$ cat config.mk
export PLATFORM = sky130hd
export DESIGN_NAME = varint_length_prefix_deframer_top
export DESIGN_NICKNAME = d
export VERILOG_FILES = /design/src/design/vlpd_pkg.sv /design/src/design/vlpd_core.sv /design/src/design/vlpd_out_reg.sv /design/src/design/varint_length_prefix_deframer_top.sv
export SDC_FILE = /design/constraint.sdc
export NUM_CORES = 1
export LEC_CHECK = 0
export BUFFER_PORTS_ARGS = -buffer_cell sky130_fd_sc_hd__buf_2
export CAP_MARGIN = 20
export CORE_UTILIZATION = 53
export DETAILED_ROUTE_END_ITERATION = 12
export GPL_ROUTABILITY_DRIVEN = 0
export PLACE_DENSITY = 0.89
export SYNTH_ARGS = -nofsm -noshare
export SYNTH_HDL_FRONTEND = slang
export SYNTH_SLANG_ARGS = --single-unit
$ cat constraint.sdc
create_clock -name aclk -period 6.77 [get_ports aclk]
set_clock_uncertainty 0.1 [all_clocks]
set_input_delay 0.3385 -clock aclk [delete_from_list [all_inputs] [get_ports aclk]]
set_output_delay 0.3385 -clock aclk [all_outputs]
set_load 0.01 [all_outputs]
$ cat src/design/vlpd_pkg.sv
package vlpd_pkg;

    // Largest frame length the block ever accepts, independent of buffer_limit.
    localparam logic [12:0] MAX_MESSAGE = 13'd4096;

    // Reset value of the buffer_limit register.
    localparam logic [12:0] BUFFER_LIMIT_RESET = 13'd4096;

    // Command codes carried on s_tuser.
    localparam logic [1:0] CMD_DATA    = 2'd0;
    localparam logic [1:0] CMD_CLOSED  = 2'd1;
    localparam logic [1:0] CMD_IO_FAIL = 2'd2;

    // Result kinds carried on m_tuser.
    localparam logic [1:0] KIND_PAYLOAD = 2'd0;
    localparam logic [1:0] KIND_EMPTY   = 2'd1;
    localparam logic [1:0] KIND_ERROR   = 2'd2;

    // Error codes.
    localparam logic [2:0] ERR_NONE     = 3'd0;
    localparam logic [2:0] ERR_VARINT   = 3'd1;
    localparam logic [2:0] ERR_TOO_BIG  = 3'd2;
    localparam logic [2:0] ERR_CLOSED   = 3'd3;
    localparam logic [2:0] ERR_IO       = 3'd4;

    // Index of the last header byte; that byte may not carry a continuation bit.
    localparam logic [2:0] LAST_HDR_IDX = 3'd4;

    // APB register map.
    localparam logic [2:0] ADDR_BUFFER_LIMIT = 3'd0;

    typedef struct packed {
        logic [1:0]  kind;
        logic [7:0]  payload_byte;
        logic        last;
        logic [12:0] frame_length;
        logic [2:0]  error_code;
    } result_t;

endpackage

$ cat src/design/vlpd_core.sv
module vlpd_core (
    input  logic                  aclk,
    input  logic                  aresetn,
    input  logic                  in_fire,
    input  logic [1:0]            command,
    input  logic [7:0]            in_byte,
    input  logic [12:0]           buffer_limit,
    output logic                  res_valid,
    output vlpd_pkg::result_t     res
);

    logic        in_payload_reg, in_payload_next;
    logic [12:0] acc_lo_reg, acc_lo_next;
    logic        acc_hi_reg, acc_hi_next;
    logic [2:0]  hdr_idx_reg, hdr_idx_next;
    logic [12:0] remaining_reg, remaining_next;
    logic [12:0] flen_reg, flen_next;

    logic [2:0]  idx_clip;
    logic [31:0] contrib;
    logic [12:0] lo_new;
    logic        hi_new;
    logic [12:0] rem_dec;

    assign idx_clip = (hdr_idx_reg > vlpd_pkg::LAST_HDR_IDX) ? vlpd_pkg::LAST_HDR_IDX
                                                             : hdr_idx_reg;

    // Seven data bits placed at 7*index; bits beyond 32 fall off.
    always_comb begin
        case (idx_clip)
            3'd0:    contrib = {25'd0, in_byte[6:0]};
            3'd1:    contrib = {18'd0, in_byte[6:0], 7'd0};
            3'd2:    contrib = {11'd0, in_byte[6:0], 14'd0};
            3'd3:    contrib = {4'd0, in_byte[6:0], 21'd0};
            default: contrib = {in_byte[3:0], 28'd0};
        endcase
    end

    assign lo_new  = acc_lo_reg | contrib[12:0];
    assign hi_new  = acc_hi_reg | (|contrib[31:13]);
    assign rem_dec = remaining_reg - 13'd1;

    always_comb begin
        in_payload_next   = in_payload_reg;
        acc_lo_next       = acc_lo_reg;
        acc_hi_next       = acc_hi_reg;
        hdr_idx_next      = hdr_idx_reg;
        remaining_next    = remaining_reg;
        flen_next         = flen_reg;
        res_valid         = 1'b0;
        res.kind          = vlpd_pkg::KIND_PAYLOAD;
        res.payload_byte  = 8'd0;
        res.last          = 1'b0;
        res.frame_length  = 13'd0;
        res.error_code    = vlpd_pkg::ERR_NONE;

        if (in_fire) begin
            case (command)
                vlpd_pkg::CMD_CLOSED, vlpd_pkg::CMD_IO_FAIL: begin
                    in_payload_next = 1'b0;
                    acc_lo_next     = 13'd0;
                    acc_hi_next     = 1'b0;
                    hdr_idx_next    = 3'd0;
                    remaining_next  = 13'd0;
                    flen_next       = 13'd0;
                    res_valid       = 1'b1;
                    res.kind        = vlpd_pkg::KIND_ERROR;
                    res.error_code  = (command == vlpd_pkg::CMD_CLOSED) ?
                                      vlpd_pkg::ERR_CLOSED : vlpd_pkg::ERR_IO;
                end
                vlpd_pkg::CMD_DATA: begin
                    if (in_payload_reg) begin
                        res_valid        = 1'b1;
                        res.payload_byte = in_byte;
                        if (rem_dec == 13'd0) begin
                            res.last         = 1'b1;
                            res.frame_length = flen_reg;
                            in_payload_next  = 1'b0;
                            acc_lo_next      = 13'd0;
                            acc_hi_next      = 1'b0;
                            hdr_idx_next     = 3'd0;
                            remaining_next   = 13'd0;
                            flen_next        = 13'd0;
                        end else begin
                            remaining_next = rem_dec;
                        end
                    end else if (in_byte[7]) begin
                        if (idx_clip >= vlpd_pkg::LAST_HDR_IDX) begin
                            acc_lo_next    = 13'd0;
                            acc_hi_next    = 1'b0;
                            hdr_idx_next   = 3'd0;
                            remaining_next = 13'd0;
                            flen_next      = 13'd0;
                            res_valid      = 1'b1;
                            res.kind       = vlpd_pkg::KIND_ERROR;
                            res.error_code = vlpd_pkg::ERR_VARINT;
                        end else begin
                            acc_lo_next  = lo_new;
                            acc_hi_next  = hi_new;
                            hdr_idx_next = idx_clip + 3'd1;
                        end
                    end else begin
                        acc_lo_next    = 13'd0;
                        acc_hi_next    = 1'b0;
                        hdr_idx_next   = 3'd0;
                        remaining_next = 13'd0;
                        flen_next      = 13'd0;
                        if (hi_new || (lo_new > buffer_limit) ||
                            (lo_new > vlpd_pkg::MAX_MESSAGE)) begin
                            res_valid      = 1'b1;
                            res.kind       = vlpd_pkg::KIND_ERROR;
                            res.error_code = vlpd_pkg::ERR_TOO_BIG;
                        end else if (lo_new == 13'd0) begin
                            res_valid = 1'b1;
                            res.kind  = vlpd_pkg::KIND_EMPTY;
                            res.last  = 1'b1;
                        end else begin
                            in_payload_next = 1'b1;
                            remaining_next  = lo_new;
                            flen_next       = lo_new;
                        end
                    end
                end
                default: begin
                end
            endcase
        end
    end

    always_ff @(posedge aclk) begin
        if (!aresetn) begin
            in_payload_reg <= 1'b0;
            acc_lo_reg     <= 13'd0;
            acc_hi_reg     <= 1'b0;
            hdr_idx_reg    <= 3'd0;
            remaining_reg  <= 13'd0;
            flen_reg       <= 13'd0;
        end else begin
            in_payload_reg <= in_payload_next;
            acc_lo_reg     <= acc_lo_next;
            acc_hi_reg     <= acc_hi_next;
            hdr_idx_reg    <= hdr_idx_next;
            remaining_reg  <= remaining_next;
            flen_reg       <= flen_next;
        end
    end

endmodule

$ cat src/design/vlpd_out_reg.sv
module vlpd_out_reg (
    input  logic                  aclk,
    input  logic                  aresetn,
    input  logic                  push,
    input  vlpd_pkg::result_t     push_data,
    output logic                  can_push,
    output logic                  out_valid,
    input  logic                  out_ready,
    output vlpd_pkg::result_t     out_data
);

    logic              main_valid_reg, main_valid_next;
    logic              skid_valid_reg, skid_valid_next;
    vlpd_pkg::result_t main_data_reg, main_data_next;
    vlpd_pkg::result_t skid_data_reg, skid_data_next;
    logic              pop;

    assign pop       = main_valid_reg & out_ready;
    assign can_push  = ~skid_valid_reg;
    assign out_valid = main_valid_reg;
    assign out_data  = main_data_reg;

    always_comb begin
        main_valid_next = main_valid_reg;
        skid_valid_next = skid_valid_reg;
        main_data_next  = main_data_reg;
        skid_data_next  = skid_data_reg;
        if (skid_valid_reg) begin
            if (pop) begin
                main_data_next  = skid_data_reg;
                skid_valid_next = 1'b0;
            end
        end else if (push) begin
            if (!main_valid_reg || pop) begin
                main_data_next  = push_data;
                main_valid_next = 1'b1;
            end else begin
                skid_data_next  = push_data;
                skid_valid_next = 1'b1;
            end
        end else if (pop) begin
            main_valid_next = 1'b0;
        end
    end

    always_ff @(posedge aclk) begin
        if (!aresetn) begin
            main_valid_reg <= 1'b0;
            skid_valid_reg <= 1'b0;
        end else begin
            main_valid_reg <= main_valid_next;
            skid_valid_reg <= skid_valid_next;
        end
    end

    always_ff @(posedge aclk) begin
        main_data_reg <= main_data_next;
        skid_data_reg <= skid_data_next;
    end

endmodule

$ cat src/design/varint_length_prefix_deframer_top.sv
// Varint length-prefixed deframer. Bytes arrive on the s_ stream with a command
// on s_tuser (data byte, peer close, I/O failure). Each frame opens with a
// little-endian base-128 varint length of up to five bytes; the payload bytes
// that follow come out on the m_ stream one transfer each, and the final one
// has m_tlast set and carries the frame length. An empty frame gives a single
// transfer of kind "empty" with m_tlast set. A header longer than five bytes,
// a length above buffer_limit or above 4096, a peer close and an I/O failure
// each give one error transfer, after which header parsing starts afresh.
// Header bytes other than the terminating one, and command code 3, give no
// output transfer. Rate: one input transfer per clock while the output stage
// has room; a result is registered in the output stage before it appears on
// the m_ side. The per-byte state update is a single registered step. A
// two-entry output stage holds a result pushed while the first entry waits
// on m_tready; s_tready falls once the second entry is full and rises again
// once an m_tready handshake frees it. The buffer_limit register sits at APB
// byte address 0.
module varint_length_prefix_deframer_top (
    input  logic        aclk,
    input  logic        aresetn,

    // Input stream.
    input  logic        s_tvalid,
    output logic        s_tready,
    input  logic [7:0]  s_tdata,   // [7:0] in_byte
    input  logic [1:0]  s_tuser,   // [1:0] command

    // Result stream.
    output logic        m_tvalid,
    input  logic        m_tready,
    output logic [23:0] m_tdata,   // [7:0] payload_byte, [20:8] frame_length,
                                   // [23:21] error_code
    output logic [1:0]  m_tuser,   // [1:0] kind
    output logic        m_tlast,

    // Configuration port.
    input  logic        psel,
    input  logic        penable,
    input  logic        pwrite,
    input  logic [2:0]  paddr,
    input  logic [31:0] pwdata,
    output logic [31:0] prdata,
    output logic        pready
);

    logic [12:0]       buffer_limit_reg;
    logic              s_fire;
    logic              res_valid;
    vlpd_pkg::result_t res;
    vlpd_pkg::result_t out_data;

    // Configuration register. Writes land on the access phase; other
    // addresses are ignored and read back as zero.
    assign pready = 1'b1;

    always_ff @(posedge aclk) begin
        if (!aresetn) begin
            buffer_limit_reg <= vlpd_pkg::BUFFER_LIMIT_RESET;
        end else if (psel && penable && pwrite && pready &&
                     (paddr == vlpd_pkg::ADDR_BUFFER_LIMIT)) begin
            buffer_limit_reg <= pwdata[12:0];
        end
    end

    assign prdata = (paddr == vlpd_pkg::ADDR_BUFFER_LIMIT) ? {19'd0, buffer_limit_reg}
                                                           : 32'd0;

    // An input transfer happens whenever s_tvalid is high and the output stage has room.
    assign s_fire = s_tvalid & s_tready;

    vlpd_core u_core (
        .aclk         (aclk),
        .aresetn      (aresetn),
        .in_fire      (s_fire),
        .command      (s_tuser),
        .in_byte      (s_tdata),
        .buffer_limit (buffer_limit_reg),
        .res_valid    (res_valid),
        .res          (res)
    );

    vlpd_out_reg u_out_reg (
        .aclk      (aclk),
        .aresetn   (aresetn),
        .push      (res_valid),
        .push_data (res),
        .can_push  (s_tready),
        .out_valid (m_tvalid),
        .out_ready (m_tready),
        .out_data  (out_data)
    );

    assign m_tdata = {out_data.error_code, out_data.frame_length, out_data.payload_byte};
    assign m_tuser = out_data.kind;
    assign m_tlast = out_data.last;

endmodule
==> flow_summary_export.csv <==
group,metric,value,unit
sta,whs,0.0643,ns
grt,grt_first_pass_wirelength,22.9,mm
critical_path,endpoint_kind,"flip-flop",
min_path,hp-class,"input pin to flip-flop",
critical_path,cp_slowest_stage_delay,0.72,ns
synth,syn_area,0.00602,mm²
power,leakage,2.94,nW
route,drc,0,
run_status,status,"completed",
synth,synth_cells,610,
clocking,cts_sinks,113,
clocking,cts_buffer_depth,2,
synth,async_flop_share,0,%
finish,antenna_cells,0,
finish,drive_above_1_share,19.0,%
synth,ys_ff_latch,113,
critical_path,cp.arrival,4.90,ns
grt,grt_util_all_layers,25.3,%
sta,tightest_slew,0.981,ns
sta,period_share,72.7,%
route,post_drt_via_cell_ratio,6.09,
power,total_power,1.77,mW
critical_path,path_common_cell,"inv_1",
clocking,cts_root_buffer,"clkbuf_16",
finish,multi_input_area,0.00283,mm²
route,wl_per_cell,17.5,µm
sta,slew_headroom,34.3,%
route,drt_iter0_drc,554,
synth,yosysUniqueCellTypes,70,
route,totalWireLength,14.6,mm
power,ir_worst_vdd,0.187,mV
synth,synth_edf_count,54,
critical_path,critPathSlowestCell,"a31oi_1",
critical_path,worstPathRequired,6.75,ns
clocking,cts_made_buffers,17,
placed_design,io_buffer_count,74,
die,die_y,109,µm
critical_path,cp-start-kind,"flip-flop",
clocking,holdBufCountCts,0,
critical_path,criticalPathCategory,"flip-flop to flip-flop",
critical_path,path_max_fanout,27,
power,power_density,253,mW/mm²
sta,fin_tns_setup,0,ns
finish,stdcell_count,834,
placed_design,post-place-cells,800,
grt,grt_max_degree,33,
critical_path,crit_chain,"inv_1 > nand2_1 > inv_1 > ha_1 > nor2b_1 > a21oi_1 > inv_1 > ha_1 > nand4_1 > nor2_1 > o211ai_1 > a31oi_1 > o31ai_1 > a31oi_2 > buf_4",
route,via_count,5082,
sta,finalSetupViolCount,0,
job,drv_cap,0,
die,initial_utilization,55.0,%
finish,seqCellArea,0.00280,mm²
die,io_pins,114,
finish,n_fill_cell,810,
route,final_antenna_net_count,0,
finish,syn_to_final_growth,16.1,%
die,die_area,0.0118,mm²
die,fp-row-count,38,
clocking,insertion_delay,0.41,ns
sta,finalHoldViolations,0,
clocking,post-cts-setup-buffer-count,0,
grt,grt_antenna_before_repair,0,
finish,final_net_count,756,
clocking,post_cts_resized,0,
route,first_pass_iters,8,
placed_design,dp_hpwl,10.0,mm
clocking,tritoncts,"yes",
synth,syn_avg_cell_area,9.86,µm²
synth,synth_top_flop_cell,"dfxtp_1",
sta,fmax,203,MHz
synth,ys_seq_area_share,46.6,%
die,core_region_area,0.0109,mm²
sta,rsz0062_at_grt,"no",
synth,ys_warn_count,0,
clocking,cts_max_level,4,
grt,grt_pass1_vias,4727,
sta,finalMaxSlewViolations,0,
die,dieWidth,109,µm
clocking,path_clk_slew,0.05,ns
sta,fin_crit,4.92,ns
grt,overflow,0,
-- layer usage --
metal	vias up	track usage, %	wire [µm]
li1	2313	-	-
met1	2426	29.8	5500
met2	288	43.2	7410
met3	55	6.69	1270
met4	0	11.0	423
met5	-	0	0
-- final cells by class --
| class | instances | area share (%) |
|---|---|---|
| multi-input cells | 424 | 40.5 |
| flip-flops and latches | 113 | 40.1 |
| clock buffers | 23 | 6.84 |
| repair buffers | 81 | 6.07 |
| well taps | 140 | 2.51 |
| inverters | 44 | 2.37 |
| clock inverters | 9 | 1.56 |
-- cells in the final DEF (no fill, tap or decap), types with 17 or more instances in the layout --
| cell type | n |
|---|---|
| inv_1 | 43 |
| conb_1 | 20 |
| clkbuf_16 | 17 |
| a21o_1 | 20 |
| nand2_1 | 77 |
| o21ai_0 | 17 |
| ha_1 | 23 |
| and2_1 | 39 |
| a22o_1 | 27 |
| edfxtp_1 | 54 |
| o211ai_1 | 17 |
| buf_2 | 75 |
| dfxtp_1 | 59 |
| nor2_1 | 19 |
| a21oi_1 | 26 |
-- path summary, 6_finish.rpt --
path / from / end / slack, ns / depth (start not counted)
max reg2reg: u_core.hdr_idx_reg[2]$_SDFFE_PN0P_ / u_out_reg.out_data[26]$_DFFE_PP_ / 1.85 / 15
max: u_core.hdr_idx_reg[2]$_SDFFE_PN0P_ / u_out_reg.out_data[26]$_DFFE_PP_ / 1.85 / 15
min reg2reg: u_core.hdr_idx_reg[1]$_SDFFE_PN0P_ / u_core.hdr_idx_reg[1]$_SDFFE_PN0P_ / 0.36 / 2
min: pwdata[1] / buffer_limit_reg[1]$_SDFFE_PN0P_ / 0.06 / 3
-- kinds of logic after synthesis --
logic type                 Yosys count  synth area share [%]
and+or+nand+nor                    210                  19.4
AOI/OAI and AO/OA                  160                  19.8
DFF                                113                  46.6
buffers and inverters               91                  7.67
adders and majority gates           23                  4.78
xor gates and xnor gates             7                  1.02
muxes                                4                 0.666
other                                2                 0.125
-- Yosys cell counts (all sizes together) (9+ instances only) --
master | number | share of area (%)
nor2 | 19 | 1.2
nor3 | 10 | 1.0
a22o | 27 | 3.9
edfxtp | 54 | 27
and2 | 40 | 4.2
inv | 43 | 2.7
a21oi | 26 | 2.2
nand2 | 77 | 4.8
clkbuf | 18 | 1.1
o211ai | 17 | 2.1
buf | 29 | 3.8
nor4 | 12 | 1.9
ha | 23 | 4.8
a21o | 20 | 2.5
a21boi | 14 | 1.7
nand2b | 9 | 0.94
dfxtp | 59 | 20
o21ai | 18 | 1.6
-- stage by stage --
stage	utilization (%)	setup WS (ns)	area, µm²
3_3_place_gp	58.3	2.11	6380
2_1_floorplan	-	1.19	6080
5_1_grt	63.9	1.51	6980
3_5_place_dp	58.3	1.96	6380
4_1_cts	63.7	1.93	6970
6_report	63.9	1.85	6980
-- critical path, delay by kind of cell, from the launching register on --
| kind | cells | cell delay [ns] |
|---|---|---|
| fa+ha+maj | 2 | 0.62 |
| buf+inv | 4 | 0.78 |
| flops | 1 | 0.57 |
| compound gates | 5 | 1.89 |
| simple gates | 4 | 0.61 |
-- where the power goes --
| group | internal [mW] | leakage [nW] | switching (mW) | total [mW] |
|---|---|---|---|---|
| Clock | 0.569 | 0.275 | 0.301 | 0.869 |
| Sequential | 0.734 | 0.976 | 0.0106 | 0.745 |
| Combinational | 0.0527 | 1.69 | 0.0999 | 0.153 |
(Power assumes the default switching activity.)
